### config.mk
export PLATFORM = sky130hd
export DESIGN_NAME = segmented_min_max_sum_reduce_unit
export DESIGN_NICKNAME = d
export VERILOG_FILES = /design/src/rtl/core/smm_pkg.sv /design/src/rtl/core/smm_merge_tree.sv /design/src/rtl/core/smm_accum.sv /design/src/rtl/core/segmented_min_max_sum_reduce_unit.sv
export SDC_FILE = /design/constraint.sdc
export NUM_CORES = 2
export LEC_CHECK = 0
export ABC_AREA = 1
export BUFFER_PORTS_ARGS = -buffer_cell sky130_fd_sc_hd__buf_2
export CORE_ASPECT_RATIO = 1.5
export CORE_UTILIZATION = 24
export CTS_CLUSTER_DIAMETER = 30
export DETAILED_ROUTE_END_ITERATION = 8
export GPL_TIMING_DRIVEN = 0
export MAX_ROUTING_LAYER = met4
export PLACE_DENSITY = 0.48
export SLEW_MARGIN = 20
export SYNTH_ARGS = -nofsm -noshare
export SYNTH_HDL_FRONTEND = slang
export SYNTH_SLANG_ARGS = --single-unit
### constraint.sdc
create_clock -name clk -period 11.55 [get_ports clk]
set_input_delay 2.31 -clock clk [delete_from_list [all_inputs] [get_ports clk]]
set_output_delay 2.31 -clock clk [all_outputs]
set_load 0.02 [all_outputs]
### src/rtl/core/smm_pkg.sv
package smm_pkg;

  localparam int LANES     = 4;
  localparam int SAMPLE_W  = 32;
  localparam int ACC_W     = 53;
  localparam int MODE_W    = 2;
  localparam int GE_CFG_W  = 21;
  localparam int NG_W      = 25;
  localparam int GD_W      = 24;
  localparam int CFG_IDX_W = 2;
  localparam int CFG_DATA_W = 25;
  localparam int LANE_CNT_W = $clog2(LANES + 1);

  localparam logic [NG_W-1:0] GROUP_COUNT_MAX = NG_W'(16777216);

  localparam logic [MODE_W-1:0] MODE_SUM = 2'd0;
  localparam logic [MODE_W-1:0] MODE_MAX = 2'd1;
  localparam logic [MODE_W-1:0] MODE_MIN = 2'd2;

  localparam logic [CFG_IDX_W-1:0] CFG_MODE        = 2'd0;
  localparam logic [CFG_IDX_W-1:0] CFG_GROUP_ELEMS = 2'd1;
  localparam logic [CFG_IDX_W-1:0] CFG_NUM_GROUPS  = 2'd2;

  localparam logic signed [ACC_W-1:0] SAT_HI = ACC_W'(64'sd2147483647);
  localparam logic signed [ACC_W-1:0] SAT_LO = ACC_W'(-64'sd2147483648);

  typedef logic [LANES-1:0][SAMPLE_W-1:0] sample_vec_t;
  typedef logic signed [ACC_W-1:0] acc_t;

  // one item after the lane merge, on its way to the accumulator
  typedef struct packed {
    logic emit;
    logic last;
    logic first;
    logic has;
    acc_t node;
  } item_t;

  function automatic acc_t merge_op(logic [MODE_W-1:0] md, acc_t a, acc_t b);
    acc_t r;
    case (md)
      MODE_MAX: r = (b > a) ? b : a;
      MODE_MIN: r = (b < a) ? b : a;
      default:  r = a + b;
    endcase
    return r;
  endfunction

endpackage

### src/rtl/core/smm_merge_tree.sv
module smm_merge_tree
  import smm_pkg::*;
(
  input  sample_vec_t             samples,
  input  logic [LANE_CNT_W-1:0]   n_lanes,
  input  logic [MODE_W-1:0]       mode,
  output acc_t                    node_out,
  output logic                    has_out
);

  acc_t node [LANES];
  logic has_v [LANES];

  always_comb begin
    for (int i = 0; i < LANES; i++) begin
      has_v[i] = int'(n_lanes) > i;
      node[i]  = has_v[i] ?
                 {{(ACC_W-SAMPLE_W){samples[i][SAMPLE_W-1]}}, samples[i]} : '0;
    end
    // pairwise levels, lane i absorbs lane i+s
    for (int s = 1; s < LANES; s = s * 2) begin
      for (int i = 0; i + s < LANES; i = i + 2 * s) begin
        if (has_v[i+s]) begin
          node[i]  = has_v[i] ? merge_op(mode, node[i], node[i+s]) : node[i+s];
          has_v[i] = 1'b1;
        end
      end
    end
    node_out = node[0];
    has_out  = has_v[0];
  end

endmodule

### src/rtl/core/smm_accum.sv
module smm_accum
  import smm_pkg::*;
(
  input  logic                       clk,
  input  logic                       rst_n,
  input  logic                       item_valid,
  input  item_t                      item,
  input  logic [MODE_W-1:0]          mode,
  output logic                       item_ready,
  output logic                       out_valid,
  input  logic                       out_ready,
  output logic signed [SAMPLE_W-1:0] out_reduced_value,
  output logic                       out_saturated,
  output logic                       out_last_group
);

  acc_t acc_r, acc_nxt;
  acc_t merged;
  logic out_valid_r;
  logic signed [SAMPLE_W-1:0] value_r;
  logic sat_r, last_r;
  logic take;
  logic hi, lo;

  assign item_ready = !item.emit || !out_valid_r || out_ready;
  assign take       = item_valid && item_ready;

  always_comb begin
    if (!item.has) begin
      merged = acc_r;
    end else if (item.first) begin
      merged = item.node;
    end else begin
      merged = merge_op(mode, acc_r, item.node);
    end
    hi      = merged > SAT_HI;
    lo      = merged < SAT_LO;
    acc_nxt = item.emit ? '0 : merged;
  end

  always_ff @(posedge clk) begin
    if (!rst_n) begin
      acc_r       <= '0;
      out_valid_r <= 1'b0;
    end else begin
      if (take) begin
        acc_r <= acc_nxt;
      end
      if (take && item.emit) begin
        out_valid_r <= 1'b1;
      end else if (out_ready) begin
        out_valid_r <= 1'b0;
      end
    end
  end

  // result word, no reset needed
  always_ff @(posedge clk) begin
    if (take && item.emit) begin
      value_r <= hi ? SAT_HI[SAMPLE_W-1:0] :
                 lo ? SAT_LO[SAMPLE_W-1:0] : merged[SAMPLE_W-1:0];
      sat_r   <= hi || lo;
      last_r  <= item.last;
    end
  end

  assign out_valid         = out_valid_r;
  assign out_reduced_value = value_r;
  assign out_saturated     = sat_r;
  assign out_last_group    = last_r;

  a_emit_clears: assert property (@(posedge clk) disable iff (!rst_n)
    take && item.emit |=> out_valid_r && (acc_r == '0))
    else $error("accumulator not cleared after group close");

  a_sat_value: assert property (@(posedge clk) disable iff (!rst_n)
    out_valid_r && sat_r |-> (value_r == SAT_HI[SAMPLE_W-1:0]) ||
                             (value_r == SAT_LO[SAMPLE_W-1:0]))
    else $error("saturated word not at a rail");

  a_no_drop: assert property (@(posedge clk) disable iff (!rst_n)
    out_valid_r && !out_ready |-> !(take && item.emit))
    else $error("pending result overwritten");

endmodule

### src/rtl/core/segmented_min_max_sum_reduce_unit.sv
// result path: a group's closing input word is registered in the lane stage, then its result
//   word is registered in the accumulator's output register, from where it can be accepted
// throughput: one four-lane word per cycle, set by the accumulator loop (one 53-bit add
//   or compare per cycle); a word that closes a group stalls only while a result is pending
// reset: rst_n synchronous active low; clears config to mode 0, one sample per group and
//   one group per tensor, and clears the sample count, group count and accumulator
module segmented_min_max_sum_reduce_unit
  import smm_pkg::*;
#(
  parameter int MAX_GROUP_ELEMS = 1048576
) (
  input  logic                       clk,
  input  logic                       rst_n,
  input  logic                       cfg_we,
  input  logic [CFG_IDX_W-1:0]       cfg_index,
  input  logic [CFG_DATA_W-1:0]      cfg_wdata,
  input  logic                       in_valid,
  output logic                       in_ready,
  input  logic signed [SAMPLE_W-1:0] in_sample0,
  input  logic signed [SAMPLE_W-1:0] in_sample1,
  input  logic signed [SAMPLE_W-1:0] in_sample2,
  input  logic signed [SAMPLE_W-1:0] in_sample3,
  output logic                       out_valid,
  input  logic                       out_ready,
  output logic signed [SAMPLE_W-1:0] out_reduced_value,
  output logic                       out_saturated,
  output logic                       out_last_group
);

  localparam int ES_W = $clog2(MAX_GROUP_ELEMS + 1);
  localparam logic [GE_CFG_W-1:0] GE_MAX = GE_CFG_W'(MAX_GROUP_ELEMS);

  logic [MODE_W-1:0]   mode_r;
  logic [GE_CFG_W-1:0] group_elems_r;
  logic [NG_W-1:0]     num_groups_r;

  logic [ES_W-1:0] elems_seen_r, elems_seen_nxt;
  logic [GD_W-1:0] groups_done_r, groups_done_nxt;

  logic [GE_CFG_W-1:0]   ge_clamp;
  logic [ES_W-1:0]       ge_eff, rem, elems_sum;
  logic [NG_W-1:0]       ng_eff, gd_inc;
  logic [LANE_CNT_W-1:0] n_lanes;
  logic                  emit, last;
  logic                  in_acc;

  sample_vec_t samples;
  acc_t        tree_node;
  logic        tree_has;

  logic  s1_valid_r;
  item_t s1_item_r, s1_item_nxt;
  logic  s2_ready;

  always_ff @(posedge clk) begin
    if (!rst_n) begin
      mode_r        <= MODE_SUM;
      group_elems_r <= GE_CFG_W'(1);
      num_groups_r  <= NG_W'(1);
    end else if (cfg_we) begin
      case (cfg_index)
        CFG_MODE:        mode_r        <= cfg_wdata[MODE_W-1:0];
        CFG_GROUP_ELEMS: group_elems_r <= cfg_wdata[GE_CFG_W-1:0];
        CFG_NUM_GROUPS:  num_groups_r  <= cfg_wdata[NG_W-1:0];
        default: ;
      endcase
    end
  end

  always_comb begin
    if (group_elems_r == '0) begin
      ge_clamp = GE_CFG_W'(1);
    end else if (group_elems_r > GE_MAX) begin
      ge_clamp = GE_MAX;
    end else begin
      ge_clamp = group_elems_r;
    end
    ge_eff = ge_clamp[ES_W-1:0];

    if (num_groups_r == '0) begin
      ng_eff = NG_W'(1);
    end else if (num_groups_r > GROUP_COUNT_MAX) begin
      ng_eff = GROUP_COUNT_MAX;
    end else begin
      ng_eff = num_groups_r;
    end

    rem     = (ge_eff > elems_seen_r) ? ge_eff - elems_seen_r : '0;
    n_lanes = (32'(rem) < LANES) ? LANE_CNT_W'(rem) : LANE_CNT_W'(LANES);
    // n_lanes never exceeds rem, so the sum stays within the group size
    elems_sum = elems_seen_r + ES_W'(n_lanes);
    emit      = elems_sum >= ge_eff;
    gd_inc    = {1'b0, groups_done_r} + NG_W'(1);
    last      = gd_inc >= ng_eff;

    elems_seen_nxt  = emit ? '0 : elems_sum;
    groups_done_nxt = !emit ? groups_done_r : (last ? '0 : gd_inc[GD_W-1:0]);
  end

  assign samples = {in_sample3, in_sample2, in_sample1, in_sample0};

  smm_merge_tree u_tree (
    .samples  (samples),
    .n_lanes  (n_lanes),
    .mode     (mode_r),
    .node_out (tree_node),
    .has_out  (tree_has)
  );

  assign in_ready = !s1_valid_r || s2_ready;
  assign in_acc   = in_valid && in_ready;

  always_comb begin
    s1_item_nxt.emit  = emit;
    s1_item_nxt.last  = emit && last;
    s1_item_nxt.first = elems_seen_r == '0;
    s1_item_nxt.has   = tree_has;
    s1_item_nxt.node  = tree_node;
  end

  always_ff @(posedge clk) begin
    if (!rst_n) begin
      elems_seen_r  <= '0;
      groups_done_r <= '0;
      s1_valid_r    <= 1'b0;
    end else begin
      if (in_acc) begin
        elems_seen_r  <= elems_seen_nxt;
        groups_done_r <= groups_done_nxt;
        s1_valid_r    <= 1'b1;
      end else if (s2_ready) begin
        s1_valid_r    <= 1'b0;
      end
    end
  end

  always_ff @(posedge clk) begin
    if (in_acc) begin
      s1_item_r <= s1_item_nxt;
    end
  end

  smm_accum u_accum (
    .clk               (clk),
    .rst_n             (rst_n),
    .item_valid        (s1_valid_r),
    .item              (s1_item_r),
    .mode              (mode_r),
    .item_ready        (s2_ready),
    .out_valid         (out_valid),
    .out_ready         (out_ready),
    .out_reduced_value (out_reduced_value),
    .out_saturated     (out_saturated),
    .out_last_group    (out_last_group)
  );

  a_stage_hold: assert property (@(posedge clk) disable iff (!rst_n)
    s1_valid_r && !s2_ready |=> s1_valid_r && $stable(s1_item_r))
    else $error("lane stage word lost while accumulator stalled");

  a_group_start: assert property (@(posedge clk) disable iff (!rst_n)
    in_acc && (elems_seen_r == '0) |=> s1_item_r.has && s1_item_r.first)
    else $error("new group opened without lanes");

  a_last_wraps: assert property (@(posedge clk) disable iff (!rst_n)
    in_acc && emit && last |=> groups_done_r == '0)
    else $error("group count did not wrap on last group");

endmodule
---- Yosys cells after proc, flatten, opt, wreduce, memory -nomap -nowiden ----
Cells that the tools add are included.
storage, ports and cells
  input bits .............................. 160
  output and inout bits ................... 36
  register bits ........................... 239
  word-level logic and storage cells ...... 108
operators by class
  equal/unequal tests ..................... 4
  add/subtract/negate cells ............... 7
  $lt $le $gt $ge ......................... 20
  muxes and demuxes ....................... 40
  reductions and logical operators ........ 21
operators by type and width
  cell                                                             number
  two-way mux 53 bit                                               21
  one-hot mux 53 bit (2 select lines)                              4
  adder 53 bit                                                     4
  greater-than comparator 53 bit                                   4
  less-than comparator 53 bit                                      4
  two-way mux 21 bit                                               4
  greater-than comparator 53 x 32 -> 1 bit, second input constant  1
  less-than comparator 53 x 32 -> 1 bit, second input constant     1
  two-way mux 25 bit                                               2
  zero test 21 bit                                                 2
  two-way mux 32 bit                                               1
  adder 24 x 1 -> 25 bit, second input constant                    1
  greater-or-equal comparator 25 bit                               1
  greater-than comparator 25 bit, second input constant            1
  zero test 25 bit                                                 1
  two-way mux 24 bit                                               1
  adder 21 x 3 -> 21 bit                                           1
  greater-or-equal comparator 21 bit                               1
  greater-than comparator 21 bit                                   1
  greater-than comparator 21 bit, second input constant            1
  less-than comparator 21 x 3 -> 1 bit, second input constant      1
  subtractor 21 bit                                                1
  AND reduction 2 bit                                              4
  greater-than comparator 3 x 1 -> 1 bit, second input constant    2
  other kinds (10)                                                 27

---- Longest topological paths before layout ----
  depth in word-level cells ............... 19
  depth in mapped cells ................... 74
  mapped depth without buffers ............ 70

---- Cells and area by module ----
From an unflattened synthesis, not the netlist that was laid out.
unflattened totals
  cell total of the unflattened synthesis .. 6,775
  area total of the unflattened synthesis .. 38,898.6 µm²
modules (own cells, without submodules)
  module                             cells each  sequential area each (µm²)  area each (µm²)  instances
  smm_merge_tree                     3,317       0.0                         17,197.7         1
  smm_accum                          2,050       2,102.0                     11,917.7         1
  segmented_min_max_sum_reduce_unit  1,408       3,593.4                     9,783.1          1

---- Worst setup path before layout ----
No wires, ideal clock.
  path type ............................... reg2reg
  start ................................... reg group_elems_r[18]
  end ..................................... reg s1_item_r[12] (netlist bit), data pin
  path buffers ............................ 6
  arrival ................................. 8,544 ps
  cell stages (with the launch flop) ...... 64
  period minus slack after synthesis ...... 8,796 ps
  data required time ...................... 11,297 ps
  setup slack ............................. 2,754 ps
  library setup time ...................... 253 ps
  path through ............................ dfxtp_1 > nor4_1 > nand4_1 > nand2_1 > clkbuf_1 > o21ai_0 > ha_1 > fa_1 > o21ai_2 > a21oi_1 > o21bai_1 > nand3_1 > nand2_1 > nand2_1 > nand2_1 > nand2_1 > nor2_1 > nand2_1 > [28 not listed] > nand2_1 > nand2_1 > nand2_1 > nand2_1 > nand2_1 > nand2_1 > nand2_1 > nand2_1 > nand2_1 > nand2_1 > nor2_2 > inv_1 > nand2_2 > inv_2 > buf_2 > o21ai_0 > nand2_1 > nand2_1
RTL lines
  what                    line                                      text
  from (decl)             segmented_min_max_sum_reduce_unit.sv:34   logic [GE_CFG_W-1:0] group_elems_r;
  from (signal assigned)  segmented_min_max_sum_reduce_unit.sv:63   CFG_GROUP_ELEMS: group_elems_r <= cfg_wdata[GE_CFG_W-1:0];
  to (signal assigned)    segmented_min_max_sum_reduce_unit.sv:139  s1_item_r <= s1_item_nxt;
  to (decl)               segmented_min_max_sum_reduce_unit.sv:52   item_t s1_item_r, s1_item_nxt;

==> impl_metrics.py <==
metrics = {
    "run_status": {
        "status": "completed",
    },
    "clocking": {
        "cts_buffers": 56,
        "clkLatencyLatePin_ns": 0.67,
        "clk_path_buf_depth": 3,
        "clkSlewWorstSetupHoldPaths_ns": 0.05,
        "cts_sinks": 239,
        "cts_root_buffer": "clkbuf_16",
        "htreeDepth": 2,
        "postCtsHoldBufs": 0,
        "cts_tree": "built",
    },
    "synth": {
        "syn_area_um2": 35500,
        "yosysTopAreaCell": "nand2_1",
        "synthArstFlopShare_pct": 0,
        "synth-main-ff-cell": "dfxtp_1",
        "syn-instance-count": 6060,
        "synth.distinct_cells": 68,
        "yosysWarnings": 0,
        "synth_top_cell_area_share_pct": 16.4,
        "syn-num-nets": 6638,
        "synth_edf_count": 91,
        "syn_avg_cell_area_um2": 5.86,
        "synth.area.top_cells": "nand2_1 (16%), ha_1 (15%), inv_1 (10%), a21oi_1 (8.5%), dfxtp_1 (8.3%)",
        "synth_seq_cells": 239,
        "yosysSeqAreaShare_pct": 16.0,
    },
    "worst_setup_path": {
        "cpPeakStageDelay_ns": 0.45,
        "worstPathArrival_ns": 11.50,
        "cp-end-kind": "register",
        "cp-start-kind": "register",
        "cpMaxStageDelayCell": "fa_1",
        "critPathMaxFanout": 10,
        "cp_data_required_time_ns": 11.92,
        "critPathKind": "register to register",
        "crit_top_cell": "nand2_1",
    },
    "placement": {
        "hpwlAfterDp_um": 159000,
        "portBuffers": 195,
        "placedCellCount": 8172,
        "pre_cts_ws_ns": -2.70,
        "gp_congestion": 1.02,
    },
    "grt": {
        "track_usage_pct": 25.3,
        "grt_max_degree": 59,
        "antenna_found_initial": 14,
        "grt_pass1_wl_um": 270000,
        "grt_pass1_vias": 41100,
        "overflow": 0,
    },
    "timing": {
        "drv_slew": 0,
        "max_freq_mhz": 89.9,
        "slew_headroom_pct": 18.8,
        "hold_viol": 0,
        "skew_ns": 0.0462,
        "tightest_slew_ns": 1.22,
        "post-route-period-util_pct": 96.3,
        "min_period_ns": 11.13,
        "fin_ws_ns": 0.422,
        "setup_viol": 0,
    },
    "drt": {
        "routedWlPerCell_um": 22.8,
        "drc": 0,
        "firstDrtPassIters": 6,
        "drtIter0Drc": 3016,
        "ant_nets": 0,
        "vias_per_cell": 5.03,
        "vias": 41800,
        "wl_um": 189000,
    },
    "power": {
        "power_leakage_nw": 21.0,
        "ir_drop_uv": 141,
        "power_density_nw_per_um2": 258,
    },
    "floorplan": {
        "num_rows": 172,
        "die_x_um": 316,
        "design.die.area_um2": 150000,
        "io_pins": 196,
        "core_um2": 147000,
        "initial_utilization_pct": 24.2,
        "die_y_um": 473,
    },
    "cells_and_area": {
        "utilization_pct": 28.6,
        "drive_gt1_share_pct": 9.34,
        "fin_cells": 8306,
        "area_growth_pct": 17.9,
        "nets": 6914,
    },
    "job": {
        "drv_cap": 0,
    },
    "min_path": {
        "holdCritPathClass": "register to register",
    },
}
## report_power, final
part	switching, mW	internal, mW	leakage, nW
Sequential	0.219	1.09	2.07
Combinational	5.50	2.32	17.9
Clock	0.606	1.06	0.949
Total	6.32	4.47	21.0
## path summary, 6_finish.rpt
check	startpoint	to	slack, ns	cells past startpoint
max	group_elems_r[14]	s1_item_r[51]	0.42	56
min	group_elems_r[10]	group_elems_r[10]	0.48	2
max reg2reg	group_elems_r[14]	s1_item_r[51]	0.42	56
min reg2reg	group_elems_r[10]	group_elems_r[10]	0.48	2
## worst max-delay path, delay by kind of cell, from the launching register on
family / cells / cell delay [ns]
buffers and inverters: 8 / 1.52
and+or+nand+nor: 26 / 3.50
DFF: 1 / 0.33
adders and majority gates: 4 / 1.47
xor gates and xnor gates: 2 / 0.35
AOI/OAI and AO/OA: 16 / 3.65
## synthesized netlist by cell type, types with 27 or more instances
cell / instances
nor4_1: 33
buf_2: 44
o21ai_0: 390
nand2_2: 42
a22oi_1: 41
xor2_1: 67
inv_1: 968
nand2_1: 1548
clkbuf_1: 132
ha_1: 412
dfxtp_1: 148
nand3_1: 405
nor2_1: 601
edfxtp_1: 91
a21oi_1: 605
a31oi_1: 38
o211ai_1: 43
nand4_1: 66
o21a_1: 27
nor3_1: 53
## cells in the final DEF, fill, tap and decap left out, drive strengths merged, types with 3 or more instances in the layout
master / netlist / layout
nand2: 1593 / 1593
inv: 975 / 987
a21oi: 610 / 610
nor2: 602 / 602
ha: 412 / 412
nand3: 412 / 412
o21ai: 410 / 410
buf: 83 / 310
clkbuf: 135 / 191
dfxtp: 148 / 148
edfxtp: 91 / 91
xor2: 67 / 67
nand4: 66 / 66
nor3: 53 / 53
o211ai: 43 / 43
a22oi: 41 / 41
a31oi: 38 / 38
nor4: 33 / 33
o21a: 27 / 27
o21bai: 25 / 25
a21o: 23 / 23
o221ai: 22 / 22
a21boi: 21 / 21
or2: 18 / 18
o22ai: 18 / 18
clkinv: 5 / 18
xnor2: 17 / 17
o31ai: 15 / 15
nand3b: 12 / 12
clkinvlp: 0 / 10
diode: 0 / 9
a221oi: 7 / 7
o2111ai: 6 / 6
fa: 6 / 6
bufinv: 0 / 5
a211oi: 4 / 4
nor3b: 3 / 3
a2111oi: 3 / 3
## what timing repair did
action	4_1_cts	5_1_grt
gates resized for setup	112	68
pin swaps	9	14
buffers inserted	17	12
hold endpoints to repair	0	0
endpoints found under the setup margin	53	50
## state kept, by name, indices dropped and copies added, names as in the netlist
register	cells
group_elems_r	21
num_groups_r	25
elems_seen_r	21
groups_done_r	24
mode_r	2
s1_item_r	57
u_accum.out_last_group	1
u_accum.out_reduced_value	32
u_accum.acc_r	53
u_accum.out_valid	1
u_accum.out_saturated	1
s1_valid_r	1
## kinds of logic after synthesis
group | Yosys count | synth area share [%]
AND/OR/NAND/NOR | 2798 | 32.7
AO/OA/AOI/OAI | 1323 | 20.9
buffers and inverters | 1198 | 13.4
adder cells (fa/ha/maj) | 418 | 14.9
flip-flops | 239 | 16.0
XOR/XNOR | 84 | 2.07
## final cells by class
class	count	area, um^2
fill	16600	105000
clock buffer	65	1500
sequential	239	5700
clock inverter	40	493
antenna	9	22.5
tap	1914	2390
buffer	209	1110
inverter	980	3690
multi-input combinational	4623	25600
timing repair buffer	227	1320
## per-layer routing
metal | vias up | part of all wire (%) | track usage (%)
met2 | 1516 | 50 | 45.3
met3 | 489 | 4.4 | 2.15
met1 | 19500 | 37 | 25.8
met4 | 0 | 8.3 | 17.8
met5 | - | 0 | -
li1 | 20300 | - | -
## per-stage QoR
step	setup TNS (ns)	hold WS (ns)	power, mW	cell area, um^2
floorplan	0	0.400	6.01	35500
global placement	-175.93	0.470	8.65	38900
detailed placement	-119.91	0.474	8.67	38900
CTS	0	0.483	10.6	41500
global route	-0.00238	0.503	11.5	41900
finish	0	0.480	10.8	41900
(Power assumes the default switching activity.)
